### config.mk
export PLATFORM = sky130hd
export DESIGN_NAME = ph_dosing_regulator_top
export DESIGN_NICKNAME = d
export VERILOG_FILES = /design/src/phdr_pkg.sv /design/src/phdr_fifo.sv /design/src/phdr_front.sv /design/src/phdr_back.sv /design/src/ph_dosing_regulator_top.sv
export SDC_FILE = /design/constraint.sdc
export NUM_CORES = 2
export LEC_CHECK = 0
export BUFFER_PORTS_ARGS = -buffer_cell sky130_fd_sc_hd__buf_2
export CAP_MARGIN = 10
export CORE_MARGIN = 2
export CORE_UTILIZATION = 47
export CTS_CLUSTER_SIZE = 12
export DETAILED_ROUTE_END_ITERATION = 10
export PLACE_DENSITY = 0.75
export SYNTH_ARGS = -nofsm -noshare
export SYNTH_HDL_FRONTEND = slang
export SYNTH_SLANG_ARGS = --single-unit
### constraint.sdc
create_clock -name clk -period 14.6 [get_ports clk]
set_clock_uncertainty 0.05 [all_clocks]
set_input_delay 1.46 -clock clk [delete_from_list [all_inputs] [get_ports clk]]
set_output_delay 1.46 -clock clk [all_outputs]
set_load 0.1 [all_outputs]
### src/phdr_pkg.sv
// ----------------------------------------------------------------------------
// phdr_pkg
// Shared types, codes and constants of the pH dosing regulator.
// ----------------------------------------------------------------------------
`default_nettype none

package phdr_pkg;

  // Event codes
  localparam logic [1:0] OP_READING  = 2'd0;
  localparam logic [1:0] OP_NO_REPLY = 2'd1;
  localparam logic [1:0] OP_HOST     = 2'd2;
  localparam logic [1:0] OP_START    = 2'd3;

  // Dosing modes
  localparam logic [1:0] MODE_NONE   = 2'd0;
  localparam logic [1:0] MODE_ACID   = 2'd1;
  localparam logic [1:0] MODE_ALKALI = 2'd2;

  // Sticky error codes
  localparam logic [1:0] ERR_NONE    = 2'd0;
  localparam logic [1:0] ERR_RANGE   = 2'd1;
  localparam logic [1:0] ERR_TIMEOUT = 2'd2;
  localparam logic [1:0] ERR_SWING   = 2'd3;

  // Register map
  localparam int PADDR_W   = 5;
  localparam int CFG_IDX_W = 3;
  localparam logic [CFG_IDX_W-1:0] REG_DOSE_MODE    = 3'd0;
  localparam logic [CFG_IDX_W-1:0] REG_SETPOINT     = 3'd1;
  localparam logic [CFG_IDX_W-1:0] REG_CAL_GAIN     = 3'd2;
  localparam logic [CFG_IDX_W-1:0] REG_CAL_OFFSET   = 3'd3;
  localparam logic [CFG_IDX_W-1:0] REG_SETTLE_S     = 3'd4;
  localparam logic [CFG_IDX_W-1:0] REG_DOSE_TIMEOUT = 3'd5;
  localparam logic [CFG_IDX_W-1:0] REG_HOST_TIMEOUT = 3'd6;

  // Register reset values
  localparam logic [13:0] TARGET_RST       = 14'd7000;
  localparam logic [15:0] GAIN_RST         = 16'd4096;
  localparam logic [7:0]  SETTLE_RST       = 8'd10;
  localparam logic [31:0] DOSE_TIMEOUT_RST = 32'd600000;
  localparam logic [31:0] HOST_TIMEOUT_RST = 32'd60000;

  // Calibration: gain scaled by 2^CAL_SHIFT, rounded
  localparam int CAL_SHIFT = 12;
  localparam int CAL_ROUND = 2048;
  localparam int CAL_W     = 22;

  // Sensor window and swing limit in milli-pH, and event count limits
  localparam int RAW_HI      = 14000;
  localparam int SWING_LIM   = 1000;
  localparam int RANGE_LIMIT = 3;
  localparam int SWING_LIMIT = 3;
  localparam int MISS_LIMIT  = 5;

  // Dosing bands and pulses
  localparam int BAND_FINE   = 50;
  localparam int BAND_MID    = 100;
  localparam int BAND_COARSE = 200;
  localparam int PUMP_FINE   = 500;
  localparam int PUMP_MID    = 1000;
  localparam int PUMP_COARSE = 2000;
  localparam int PUMP_TOP    = 3000;
  localparam int TOP_WAIT_MS = 5000;
  localparam int MS_PER_S    = 1000;

  // Queue depth defaults
  localparam int MID_DEPTH_DEF = 2;
  localparam int OUT_DEPTH_DEF = 2;

  typedef struct packed {
    logic [1:0]         dose_mode;
    logic [13:0]        setpoint_mph;
    logic signed [15:0] cal_gain;
    logic signed [15:0] cal_offset;
    logic [7:0]         settle_seconds;
    logic [31:0]        dose_timeout_ms;
    logic [31:0]        host_timeout_ms;
  } cfg_t;

  // Classified event between front and back
  typedef struct packed {
    logic [1:0]         op;
    logic signed [15:0] cal;
    logic [31:0]        now_ms;
    logic               out_of_range;
  } item_t;

  typedef struct packed {
    logic [11:0]        pump_ms;
    logic [17:0]        wait_ms;
    logic signed [15:0] ph_report;
    logic               control_on;
    logic [1:0]         error_kind;
    logic               link_fault;
  } res_t;

endpackage

`default_nettype wire

### src/phdr_fifo.sv
// ----------------------------------------------------------------------------
// phdr_fifo
// Small register queue with show-ahead read, used between the stages.
// ----------------------------------------------------------------------------
`default_nettype none

module phdr_fifo #(
  parameter int WIDTH = 8,
  parameter int DEPTH = 2
) (
  input  wire logic             clk,
  input  wire logic             rst,
  input  wire logic             push,
  input  wire logic [WIDTH-1:0] wdata,
  output logic                  full,
  input  wire logic             pop,
  output logic [WIDTH-1:0]      rdata,
  output logic                  empty
);

  localparam int PTR_W = $clog2(DEPTH);
  localparam int CNT_W = $clog2(DEPTH + 1);

  logic [WIDTH-1:0] mem [DEPTH];
  logic [PTR_W-1:0] wr_ptr;
  logic [PTR_W-1:0] rd_ptr;
  logic [CNT_W-1:0] count;
  logic             do_push;
  logic             do_pop;

  assign full    = (count == CNT_W'(DEPTH));
  assign empty   = (count == '0);
  assign do_push = push && !full;
  assign do_pop  = pop && !empty;
  assign rdata   = mem[rd_ptr];

  // advance pointers and occupancy
  always_ff @(posedge clk) begin
    if (rst) begin
      wr_ptr <= '0;
      rd_ptr <= '0;
      count  <= '0;
    end else begin
      if (do_push) begin
        wr_ptr <= (wr_ptr == PTR_W'(DEPTH - 1)) ? '0 : wr_ptr + 1'b1;
      end
      if (do_pop) begin
        rd_ptr <= (rd_ptr == PTR_W'(DEPTH - 1)) ? '0 : rd_ptr + 1'b1;
      end
      if (do_push && !do_pop) begin
        count <= count + 1'b1;
      end else if (do_pop && !do_push) begin
        count <= count - 1'b1;
      end
    end
  end

  // store the entry
  always_ff @(posedge clk) begin
    if (do_push) begin
      mem[wr_ptr] <= wdata;
    end
  end

endmodule

`default_nettype wire

### src/phdr_front.sv
// ----------------------------------------------------------------------------
// phdr_front
// Accepts events, multiplies the reading by the gain and calibrates it.
// ----------------------------------------------------------------------------
`default_nettype none

module phdr_front (
  input  wire logic           clk,
  input  wire logic           rst,
  input  wire phdr_pkg::cfg_t cfg,
  input  wire logic           push,
  output logic                full,
  input  wire logic [1:0]     operation,
  input  wire logic [15:0]    raw_ph,
  input  wire logic [31:0]    now_ms,
  output logic                out_valid,
  input  wire logic           out_ready,
  output phdr_pkg::item_t     out_item
);

  import phdr_pkg::*;

  localparam int PROD_W = 33;
  localparam int SUM_W  = PROD_W + 1;

  logic                     f_valid;
  logic [1:0]               f_op;
  logic signed [PROD_W-1:0] f_prod;
  logic [31:0]              f_now;
  logic                     f_oor;
  logic                     ready;
  logic signed [SUM_W-1:0]  rounded;
  logic signed [CAL_W-1:0]  scaled;
  logic signed [CAL_W-1:0]  cal_wide;
  logic signed [15:0]       cal_sat;

  assign ready = !f_valid || out_ready;
  assign full  = !ready;

  // take a beat and register the product
  always_ff @(posedge clk) begin
    if (rst) begin
      f_valid <= 1'b0;
    end else if (ready) begin
      f_valid <= push;
    end
  end

  always_ff @(posedge clk) begin
    if (ready && push) begin
      f_op   <= operation;
      f_prod <= cfg.cal_gain * $signed({1'b0, raw_ph});
      f_now  <= now_ms;
      f_oor  <= (raw_ph == '0) || (raw_ph >= 16'(RAW_HI));
    end
  end

  // round, floor-shift, add offset, saturate to 16 bits
  assign rounded  = SUM_W'(f_prod) + $signed(SUM_W'(CAL_ROUND));
  assign scaled   = rounded[SUM_W-1:CAL_SHIFT];
  assign cal_wide = scaled + CAL_W'(cfg.cal_offset);

  always_comb begin
    if (cal_wide > $signed(CAL_W'(32767))) begin
      cal_sat = 16'sh7FFF;
    end else if (cal_wide < -$signed(CAL_W'(32768))) begin
      cal_sat = 16'sh8000;
    end else begin
      cal_sat = cal_wide[15:0];
    end
  end

  assign out_valid             = f_valid;
  assign out_item.op           = f_op;
  assign out_item.cal          = cal_sat;
  assign out_item.now_ms       = f_now;
  assign out_item.out_of_range = f_oor;

endmodule

`default_nettype wire

### src/phdr_back.sv
// ----------------------------------------------------------------------------
// phdr_back
// Control state: timeouts, range and swing checks, band choice, link fault.
// ----------------------------------------------------------------------------
`default_nettype none

module phdr_back (
  input  wire logic            clk,
  input  wire logic            rst,
  input  wire phdr_pkg::cfg_t  cfg,
  input  wire logic            in_valid,
  input  wire phdr_pkg::item_t in_item,
  output logic                 in_pop,
  input  wire logic            out_full,
  output logic                 out_push,
  output phdr_pkg::res_t       out_res
);

  import phdr_pkg::*;

  // state
  logic               active,       active_next;
  logic               timing_on,    timing_on_next;
  logic [31:0]        dose_start,   dose_start_next;
  logic [31:0]        last_contact, last_contact_next;
  logic               base_valid,   base_valid_next;
  logic signed [15:0] base_ph,      base_ph_next;
  logic [1:0]         swing_count,  swing_count_next;
  logic [1:0]         range_count,  range_count_next;
  logic [2:0]         miss_count,   miss_count_next;
  logic [1:0]         error_reg,    error_reg_next;

  logic               fire;
  logic               stop_req;
  logic               skip;
  logic               silent;
  logic               dose_late;
  logic signed [15:0] base_sel;
  logic [1:0]         swing_sel;
  logic signed [16:0] dev;
  logic signed [16:0] ph_gap;
  logic               dosing;
  logic               bad;
  logic [11:0]        pump;
  logic [17:0]        top_wait;
  logic [17:0]        settle_ms;
  logic signed [15:0] report;
  logic               link;

  assign fire     = in_valid && !out_full;
  assign in_pop   = fire;
  assign out_push = fire;

  // timers, modulo 2^32
  assign silent    = (in_item.now_ms - last_contact) > cfg.host_timeout_ms;
  assign dose_late = (in_item.now_ms - dose_start) > cfg.dose_timeout_ms;

  // swing check against the base, loaded from this reading if none held
  assign base_sel  = base_valid ? base_ph : in_item.cal;
  assign swing_sel = base_valid ? swing_count : 2'd0;
  assign dev       = 17'(in_item.cal) - 17'(base_sel);
  assign bad       = ((cfg.dose_mode == MODE_ACID) && (dev >= $signed(17'(SWING_LIM))))
                  || ((cfg.dose_mode == MODE_ALKALI) && (dev <= -$signed(17'(SWING_LIM))));
  assign dosing    = (cfg.dose_mode == MODE_ACID) || (cfg.dose_mode == MODE_ALKALI);

  // distance to target in the dosing direction
  assign ph_gap = (cfg.dose_mode == MODE_ACID)
                ? 17'(in_item.cal) - $signed({3'b000, cfg.setpoint_mph})
                : $signed({3'b000, cfg.setpoint_mph}) - 17'(in_item.cal);

  // pick the pulse band
  always_comb begin
    top_wait = '0;
    if (ph_gap <= 17'sd0) begin
      pump = '0;
    end else if (ph_gap <= $signed(17'(BAND_FINE))) begin
      pump = 12'(PUMP_FINE);
    end else if (ph_gap <= $signed(17'(BAND_MID))) begin
      pump = 12'(PUMP_MID);
    end else if (ph_gap <= $signed(17'(BAND_COARSE))) begin
      pump = 12'(PUMP_COARSE);
    end else begin
      pump     = 12'(PUMP_TOP);
      top_wait = 18'(TOP_WAIT_MS);
    end
  end

  assign settle_ms = 18'(cfg.settle_seconds) * 18'(MS_PER_S);

  // step the control state for one event
  always_comb begin
    active_next       = active;
    timing_on_next    = timing_on;
    dose_start_next   = dose_start;
    last_contact_next = last_contact;
    base_valid_next   = base_valid;
    base_ph_next      = base_ph;
    swing_count_next  = swing_count;
    range_count_next  = range_count;
    miss_count_next   = miss_count;
    error_reg_next    = error_reg;
    stop_req          = 1'b0;
    skip              = 1'b0;
    report            = '0;
    link              = 1'b0;
    out_res.pump_ms   = '0;
    out_res.wait_ms   = '0;

    unique case (in_item.op)
      OP_READING: begin
        if (!active) begin
          report          = in_item.cal;
          miss_count_next = '0;
        end else if (silent) begin
          stop_req = 1'b1;
        end else begin
          miss_count_next = '0;
          report          = in_item.cal;
          if (in_item.out_of_range) begin
            if (range_count >= 2'(RANGE_LIMIT - 1)) begin
              error_reg_next   = ERR_RANGE;
              stop_req         = 1'b1;
              range_count_next = '0;
              skip             = 1'b1;
            end else begin
              range_count_next = range_count + 1'b1;
            end
          end else begin
            range_count_next = '0;
          end
          if (!skip) begin
            base_valid_next = 1'b1;
            if (bad) begin
              base_ph_next = base_sel;
              if (swing_sel >= 2'(SWING_LIMIT - 1)) begin
                error_reg_next = ERR_SWING;
                stop_req       = 1'b1;
              end else begin
                swing_count_next = swing_sel + 1'b1;
              end
            end else begin
              base_ph_next     = in_item.cal;
              swing_count_next = '0;
              if (dosing) begin
                out_res.pump_ms = pump;
                out_res.wait_ms = top_wait + settle_ms;
                if (pump == '0) begin
                  timing_on_next = 1'b0;
                end else if (!timing_on) begin
                  dose_start_next = in_item.now_ms;
                  timing_on_next  = 1'b1;
                end else if (dose_late) begin
                  error_reg_next = ERR_TIMEOUT;
                  stop_req       = 1'b1;
                end
              end
            end
          end
        end
      end
      OP_NO_REPLY: begin
        if (active && silent) begin
          stop_req = 1'b1;
        end else if (miss_count >= 3'(MISS_LIMIT - 1)) begin
          miss_count_next = '0;
          link            = 1'b1;
        end else begin
          miss_count_next = miss_count + 1'b1;
        end
      end
      OP_HOST: begin
        last_contact_next = in_item.now_ms;
      end
      OP_START: begin
        active_next       = 1'b1;
        base_valid_next   = 1'b0;
        last_contact_next = in_item.now_ms;
      end
      default: begin
      end
    endcase

    // drop control on any stop condition
    if (stop_req) begin
      active_next      = 1'b0;
      timing_on_next   = 1'b0;
      base_valid_next  = 1'b0;
      swing_count_next = '0;
    end

    out_res.ph_report  = report;
    out_res.control_on = active_next;
    out_res.error_kind = error_reg_next;
    out_res.link_fault = link;
  end

  // hold state, advance on each beat
  always_ff @(posedge clk) begin
    if (rst) begin
      active       <= 1'b0;
      timing_on    <= 1'b0;
      dose_start   <= '0;
      last_contact <= '0;
      base_valid   <= 1'b0;
      base_ph      <= '0;
      swing_count  <= '0;
      range_count  <= '0;
      miss_count   <= '0;
      error_reg    <= ERR_NONE;
    end else if (fire) begin
      active       <= active_next;
      timing_on    <= timing_on_next;
      dose_start   <= dose_start_next;
      last_contact <= last_contact_next;
      base_valid   <= base_valid_next;
      base_ph      <= base_ph_next;
      swing_count  <= swing_count_next;
      range_count  <= range_count_next;
      miss_count   <= miss_count_next;
      error_reg    <= error_reg_next;
    end
  end

`ifndef SYNTH
  // an error, once raised, stays until reset
  assert property (@(posedge clk) disable iff (rst)
    (error_reg != ERR_NONE) |=> (error_reg != ERR_NONE))
    else $error("phdr_back: sticky error cleared");

  // the dosing timer only runs under active control
  assert property (@(posedge clk) disable iff (rst) timing_on |-> active)
    else $error("phdr_back: dosing timer running while inactive");

  // counters wrap or stop before their limits
  assert property (@(posedge clk) disable iff (rst)
    (miss_count < 3'(MISS_LIMIT)) && (range_count < 2'(RANGE_LIMIT))
    && (swing_count < 2'(SWING_LIMIT)))
    else $error("phdr_back: event counter reached its limit");

  // a link fault comes only from a missed reply
  assert property (@(posedge clk) disable iff (rst)
    (out_push && out_res.link_fault) |-> (in_item.op == OP_NO_REPLY))
    else $error("phdr_back: link fault on wrong event");
`endif

endmodule

`default_nettype wire

### src/ph_dosing_regulator_top.sv
// ----------------------------------------------------------------------------
// ph_dosing_regulator_top
// pH dosing regulator: event front end, control back end, register port.
// ----------------------------------------------------------------------------
// Takes one event per clock while full is low and returns one result per
// event, in order. An accepted event is registered with the gain product in
// the front stage, calibrated into a short queue, then handled by the
// combinational control step of the back end, whose result enters an output
// queue: the front register, the middle queue and the output queue lie
// between an event and its result. Sustained rate is one event per cycle when
// nothing stalls. Write the registers only while no result is pending.
`default_nettype none

module ph_dosing_regulator_top #(
  parameter int MID_DEPTH = phdr_pkg::MID_DEPTH_DEF,
  parameter int OUT_DEPTH = phdr_pkg::OUT_DEPTH_DEF
) (
  input  wire logic                         clk,
  input  wire logic                         rst,
  // event queue side
  input  wire logic                         push,
  output logic                              full,
  input  wire logic [1:0]                   operation,
  input  wire logic [15:0]                  raw_ph,
  input  wire logic [31:0]                  now_ms,
  // result queue side
  output logic                              empty,
  input  wire logic                         pop,
  output logic [11:0]                       pump_ms,
  output logic [17:0]                       wait_ms,
  output logic signed [15:0]                ph_report,
  output logic                              control_on,
  output logic [1:0]                        error_kind,
  output logic                              link_fault,
  // register port
  input  wire logic                         psel,
  input  wire logic                         penable,
  input  wire logic                         pwrite,
  input  wire logic [phdr_pkg::PADDR_W-1:0] paddr,
  input  wire logic [31:0]                  pwdata,
  output logic [31:0]                       prdata,
  output logic                              pready
);

  import phdr_pkg::*;

  localparam int ITEM_W = $bits(item_t);
  localparam int RES_W  = $bits(res_t);

  cfg_t                   cfg;
  logic                   cfg_wr;
  logic [CFG_IDX_W-1:0]   cfg_idx;
  logic                   front_valid;
  logic                   front_ready;
  item_t                  front_item;
  logic                   mid_full;
  logic                   mid_empty;
  logic                   mid_pop;
  logic [ITEM_W-1:0]      mid_rdata;
  item_t                  mid_item;
  logic                   out_full;
  logic                   out_push;
  res_t                   back_res;
  logic [RES_W-1:0]       out_rdata;
  res_t                   head;

  // register writes on the access beat
  assign pready  = 1'b1;
  assign cfg_wr  = psel && penable && pwrite && pready;
  assign cfg_idx = paddr[PADDR_W-1:2];

  always_ff @(posedge clk) begin
    if (rst) begin
      cfg.dose_mode       <= MODE_NONE;
      cfg.setpoint_mph    <= TARGET_RST;
      cfg.cal_gain        <= GAIN_RST;
      cfg.cal_offset      <= '0;
      cfg.settle_seconds  <= SETTLE_RST;
      cfg.dose_timeout_ms <= DOSE_TIMEOUT_RST;
      cfg.host_timeout_ms <= HOST_TIMEOUT_RST;
    end else if (cfg_wr) begin
      unique case (cfg_idx)
        REG_DOSE_MODE:    cfg.dose_mode       <= pwdata[1:0];
        REG_SETPOINT:     cfg.setpoint_mph    <= pwdata[13:0];
        REG_CAL_GAIN:     cfg.cal_gain        <= pwdata[15:0];
        REG_CAL_OFFSET:   cfg.cal_offset      <= pwdata[15:0];
        REG_SETTLE_S:     cfg.settle_seconds  <= pwdata[7:0];
        REG_DOSE_TIMEOUT: cfg.dose_timeout_ms <= pwdata;
        REG_HOST_TIMEOUT: cfg.host_timeout_ms <= pwdata;
        default: begin
        end
      endcase
    end
  end

  // register read-back
  always_comb begin
    unique case (cfg_idx)
      REG_DOSE_MODE:    prdata = 32'(cfg.dose_mode);
      REG_SETPOINT:     prdata = 32'(cfg.setpoint_mph);
      REG_CAL_GAIN:     prdata = {16'h0000, cfg.cal_gain};
      REG_CAL_OFFSET:   prdata = {16'h0000, cfg.cal_offset};
      REG_SETTLE_S:     prdata = 32'(cfg.settle_seconds);
      REG_DOSE_TIMEOUT: prdata = cfg.dose_timeout_ms;
      REG_HOST_TIMEOUT: prdata = cfg.host_timeout_ms;
      default:          prdata = '0;
    endcase
  end

  phdr_front u_front (
    .clk       (clk),
    .rst       (rst),
    .cfg       (cfg),
    .push      (push),
    .full      (full),
    .operation (operation),
    .raw_ph    (raw_ph),
    .now_ms    (now_ms),
    .out_valid (front_valid),
    .out_ready (front_ready),
    .out_item  (front_item)
  );

  assign front_ready = !mid_full;

  phdr_fifo #(
    .WIDTH (ITEM_W),
    .DEPTH (MID_DEPTH)
  ) u_mid_q (
    .clk   (clk),
    .rst   (rst),
    .push  (front_valid),
    .wdata (front_item),
    .full  (mid_full),
    .pop   (mid_pop),
    .rdata (mid_rdata),
    .empty (mid_empty)
  );

  assign mid_item = mid_rdata;

  phdr_back u_back (
    .clk      (clk),
    .rst      (rst),
    .cfg      (cfg),
    .in_valid (!mid_empty),
    .in_item  (mid_item),
    .in_pop   (mid_pop),
    .out_full (out_full),
    .out_push (out_push),
    .out_res  (back_res)
  );

  phdr_fifo #(
    .WIDTH (RES_W),
    .DEPTH (OUT_DEPTH)
  ) u_out_q (
    .clk   (clk),
    .rst   (rst),
    .push  (out_push),
    .wdata (back_res),
    .full  (out_full),
    .pop   (pop),
    .rdata (out_rdata),
    .empty (empty)
  );

  // present the oldest result
  assign head       = out_rdata;
  assign pump_ms    = head.pump_ms;
  assign wait_ms    = head.wait_ms;
  assign ph_report  = head.ph_report;
  assign control_on = head.control_on;
  assign error_kind = head.error_kind;
  assign link_fault = head.link_fault;

endmodule

`default_nettype wire
# Word-level counts from Yosys, hierarchy flattened
# Memory sizes are Yosys's and may differ from the RTL's. A register that Yosys moved wholly into a read port is not among the register bits.
# Index checks and enable logic that the tools add are counted.
# totals
ff_bits,289
ramBits,202
inputBits,94
mem_count,2
# classes
n_addsub,19
mul,2
order_cmp,14
eq_ne,22
muxes,100
bitwise_logic,5
n_reduce_logical,58
# memory_table
name,words,width,read_ports,rd_clocked_by_memory_dff,write_ports,line_no,source
u_mid_q.mem,2,51,1,1,1,phdr_fifo.sv:24,logic [WIDTH-1:0] mem [DEPTH];
u_out_q.mem,2,50,1,1,1,phdr_fifo.sv:24,
# ops
operator,count
$pmux 32 s7,1
$mux 30,6
$mux 16,7
$gt 32x32->1,2
$sub 32x32->32,2
$mux 18,3
$mux 2,26
$mux 12,4
$mux 1,44
$add 33x13->34 const B,1
$mul 16x17->33,1
$add 22x16->22,1
$gt 22x16->1 const B,1
$lt 22x16->1 const B,1
$add 18x18->18,1
$ge 17x11->1 const B,1
$le 17x1->1 const B,1
$le 17x11->1 const B,1
$le 17x7->1 const B,1
$le 17x8->1 const B,1
$le 17x9->1 const B,1
$mux 17,1
$sub 15x16->17,1
$sub 16x15->17,1
other kinds (40),110

# Longest topological paths before layout
# logic_depth
word_depth,17
mapped_depth,32
ltp_nobuf,29

# Cells and area by module
# From an unflattened synthesis, not the netlist that was laid out.
# unflattened
cells_unflattened,4059
hier_area_um2,38508.2
# by_module_without_submodules
module,n_inst,cells_per_inst,area_each_um2
phdr_back,1,1740,13137.6
phdr_front,1,1280,11962.7
ph_dosing_regulator_top,1,674,5710.5
phdr_fifo (u_mid_q),1,184,3885.0
phdr_fifo (u_out_q),1,181,3812.4

# Least setup slack after synthesis
# OpenSTA, ideal clock, no wires.
# synth_timing
path_kind,input to register
start,in raw_ph[5]
end,"reg u_front.f_prod[26], data pin"
setup_ps,258
arrival_ps,7139
slack_ps,7153
cell_stages,23
path_buffers,2
path_cell_list,clkbuf_1 > clkbuf_1 > nand2_1 > fa_1 > inv_1 > fa_1 > inv_1 > fa_1 > fa_1 > inv_1 > fa_1 > fa_1 > ha_1 > a21o_1 > a21oi_1 > nand3_1 > o211ai_1 > a21oi_1 > or2_2 > o211ai_1 > nand2b_1 > a211oi_1 > nor2_1
# synth_between
elab_chain_len,1
# synth_rtl
item,line_no,source
from (decl),ph_dosing_regulator_top.sv:24,"input wire logic [15:0] raw_ph,"
$mul 16x17->33,phdr_front.sv:52,"f_prod <= cfg.cal_gain * $signed({1'b0, raw_ph});"
to (signal assigned),phdr_front.sv:52,
to (decl),phdr_front.sv:28,logic signed [PROD_W-1:0] f_prod;
# Every way passes these cells.
# A chain may end at the register's enable or synchronous reset.

==> insert_results.sql <==
INSERT INTO impl_metrics (metric_group, metric, value, unit) VALUES
('cts', 'cts_sinks', '470', ''),
('sta', 'final-setup-viol-count', '0', ''),
('routing', 'dr.first_iter.drc_count', '2097', ''),
('worst_setup_path', 'cp_data_arrival_time', '8.93', 'ns'),
('cells_and_area', 'fraction_of_final_layout_cells_with_drive_strength_greater_than_1', '9.73', '%'),
('outcome', 'outcome', 'finished clean', ''),
('power_and_ir_drop', 'power.internal', '3.35', 'mW'),
('sta', 'final.period_utilization', '59.1', '%'),
('cts', 'cts-root-to-sink-buffers', '3', ''),
('synthesis', 'yosys_warnings', '0', ''),
('sta', 'grt_setup_unrepaired', 'no', ''),
('worst_setup_path', 'cp-start-kind', 'flop', ''),
('worst_setup_path', 'worst_path_most_repeated_cell', 'o21ai_0', ''),
('routing', 'route.detailed.wl_per_inst', '18.5', 'um'),
('run', 'maxCapViolCount', '0', ''),
('worst_hold_path', 'worst_hold_endpoint', 'u_mid_q.mem[0][1]', ''),
('routing', 'detail-route-antenna-nets', '0', ''),
('worst_hold_path', 'hold_path.startpoint', 'u_front.f_now[0]', ''),
('floorplan', 'die_outline_area', '80800', 'um2'),
('cells_and_area', 'areaGrowthSynthToFinish', '9.04', '%'),
('sta', 'fin_tns_setup', '0', 'ns'),
('cts', 'cts_root_buffer', 'clkbuf_16', ''),
('synthesis', 'synth_flop_cell', 'edfxtp_1', ''),
('worst_setup_path', 'reg2reg_depth', '23', ''),
('synthesis', 'synthArstFlopShare', '0', '%'),
('routing', 'remaining_drcs', '0', ''),
('worst_setup_path', 'critical_path.max_fanout', '32', ''),
('power_and_ir_drop', 'pwr-share-clk', '21.5', '%'),
('cells_and_area', 'most_common_cell_after_layout_fill_and_taps_aside', 'inv_1', ''),
('worst_hold_path', 'hold_path.class', 'flop to flop', ''),
('cells_and_area', 'nets', '4671', ''),
('routing', 'via_per_inst', '5.59', ''),
('routing', 'detailroute.via_count', '28300', ''),
('power_and_ir_drop', 'seqPwrFrac', '28.0', '%'),
('power_and_ir_drop', 'switching_share', '43.8', '%'),
('cts', 'tritoncts', 'built', ''),
('worst_setup_path', 'crit_path_max_incr_delay', '0.78', 'ns'),
('grt', 'grt_start_max_net_pins', '85', ''),
('floorplan', 'start_util', '47.6', '%'),
('power_and_ir_drop', 'combPwrFrac', '50.4', '%'),
('worst_setup_path', 'worst-setup-path-type', 'flop to flop', ''),
('routing', 'detail_route.first_pass.iterations', '6', ''),
('floorplan', 'site_row_count', '102', ''),
('floorplan', 'ioPinCount', '179', ''),
('cells_and_area', 'largest_reg_flops', '120', ''),
('sta', 'timing_hold_violations_final', '0', ''),
('cells_and_area', 'biggestRegsByFlops', 'cfg (120), u_mid_q.mem (102), u_out_q.mem (88)', ''),
('grt', 'first_global_vias', '27700', ''),
('power_and_ir_drop', 'power_leakage', '17.3', 'nW'),
('grt', 'gr-total-overflow', '0', ''),
('floorplan', 'die_h', '284', 'um'),
('cells_and_area', 'regMostFlops', 'cfg', ''),
('worst_setup_path', 'required', '14.90', 'ns'),
('worst_setup_path', 'ff2ff_setup_slack', '5.97', 'ns'),
('synthesis', 'ys_ff_latch', '470', ''),
('cts', 'clock_latency', '0.62', 'ns'),
('cts', 'cts.repair.resized', '0', ''),
('floorplan', 'die_outline_width', '284', 'um'),
('power_and_ir_drop', 'vdd_ir_drop_max', '0.178', 'mV'),
('place', 'post-dp-hpwl', '70.1', 'mm'),
('sta', 'tightestPinTransition', '1.18', 'ns'),
('synthesis', 'avgSynthCellArea', '9.44', 'um2'),
('synthesis', 'post_synth_instance_area', '36900', 'um2'),
('sta', 'layout_min_cycle_time', '8.63', 'ns'),
('floorplan', 'core-area', '77600', 'um2'),
('cts', 'clk_pin_slew', '0.06', 'ns'),
('grt', 'number_of_antenna_violations_at_the_first_check_in_global_routing', '7', ''),
('synthesis', 'synth.yosys.seq_area_share', '32.2', '%'),
('synthesis', 'synth_edf_count', '247', ''),
('grt', 'grt_pass1_wl', '148', 'mm'),
('grt', 'grt_util_all_layers', '22.8', '%');
metrics by stage:
step | power, mW | utilization (%) | area (um2) | worst slack [ns] | std cells
floorplan | 4.05 | - | 36900 | 7.15 | 3914
global placement | 4.61 | 49.7 | 38600 | 6.29 | 4976
detailed placement | 4.65 | 49.7 | 38600 | 6.22 | 4976
CTS | 5.96 | 51.9 | 40300 | 6.13 | 5070
global route | 6.32 | 51.9 | 40300 | 5.38 | 5070
finish | 5.96 | 51.9 | 40300 | 5.97 | 5073
metal layers:
layer	global-route usage [%]	vias to the layer above	routed length [um]
met5	0	-	26
met4	6.11	4	2450
met3	5.22	150	8250
met2	36.4	973	42300
met1	31.2	13700	40600
li1	-	13500	-
worst max-delay path by stage:
| stage | to | slack, ns | cells after the start |
|---|---|---|---|
| global route | u_out_q.mem[1][1] | 5.38 | 29 |
| CTS | u_out_q.mem[1][1] | 6.13 | 29 |
| global placement | u_out_q.mem[0][3] | 6.29 | 23 |
| finish | u_out_q.mem[1][3] | 5.97 | 23 |
| detailed placement | u_out_q.mem[1][1] | 6.22 | 28 |
| floorplan | u_front.f_prod[26] | 7.15 | 23 |
logic make-up after synthesis:
group	share of synthesized area [%]
AO/OA/AOI/OAI	13.1
multiplexers	5.61
adder cells (fa/ha/maj)	24.4
XOR/XNOR	3.63
flip-flops	32.2
AND/OR/NAND/NOR	14.3
other	0.0203
buffers and inverters	6.70
critical path, delay by kind of cell (launching register included):
kind / cells / cell delay, ns
muxes: 1 / 0.52
xor gates and xnor gates: 1 / 0.13
and+or+nand+nor: 6 / 1.63
DFF: 1 / 0.78
buffers and inverters: 1 / 0.55
adders and majority gates: 2 / 0.64
AOI/OAI and AO/OA: 12 / 4.02
synthesized netlist by cell type, types with 9 or more instances:
cell	count	share of area, %
inv_1	462	4.7
nand2_1	440	4.5
ha_1	368	12
nor2_1	278	2.8
edfxtp_1	247	20
a21oi_1	230	3.1
dfxtp_1	223	12
fa_1	221	12
clkbuf_1	142	1.4
o21ai_0	119	1.6
mux2i_1	109	3.0
and2_1	104	1.8
xnor2_1	104	2.5
mux2_2	83	2.5
a21o_1	63	1.3
a211oi_1	53	1.1
xor2_1	49	1.2
nor3_1	48	0.65
nand3_1	47	0.64
o21a_1	45	0.91
nor2b_1	43	0.73
nand2b_1	40	0.68
and3_1	37	0.63
nand4_1	29	0.49
a211o_1	28	0.66
o211ai_1	23	0.47
o21bai_1	18	0.37
a22o_1	17	0.40
or3_1	16	0.27
buf_1	13	0.13
o31ai_1	12	0.24
a21boi_0	9	0.18
a31oi_1	9	0.15
power groups by stage:
stage               Clock (mW)  Sequential, mW  Combinational, mW
floorplan                    0            1.66               2.39
global placement             0            1.69               2.92
detailed placement           0            1.70               2.96
CTS                       1.30            1.67               2.98
global route              1.36            1.69               3.28
finish                    1.28            1.67               3.00
cell type report:
cell class                      instances  area (um2)
Antenna cell                            3        7.51
Clock buffer                           80        1460
Clock inverter                         14         213
Fill cell                            7054       37300
Inverter                              463        1740
Multi-Input combinational cell       2810       22600
Sequential cell                       470       11900
Tap cell                             1040        1300
Timing Repair Buffer                  193        1030
No activity file was read; power rests on OpenSTA's default activity.
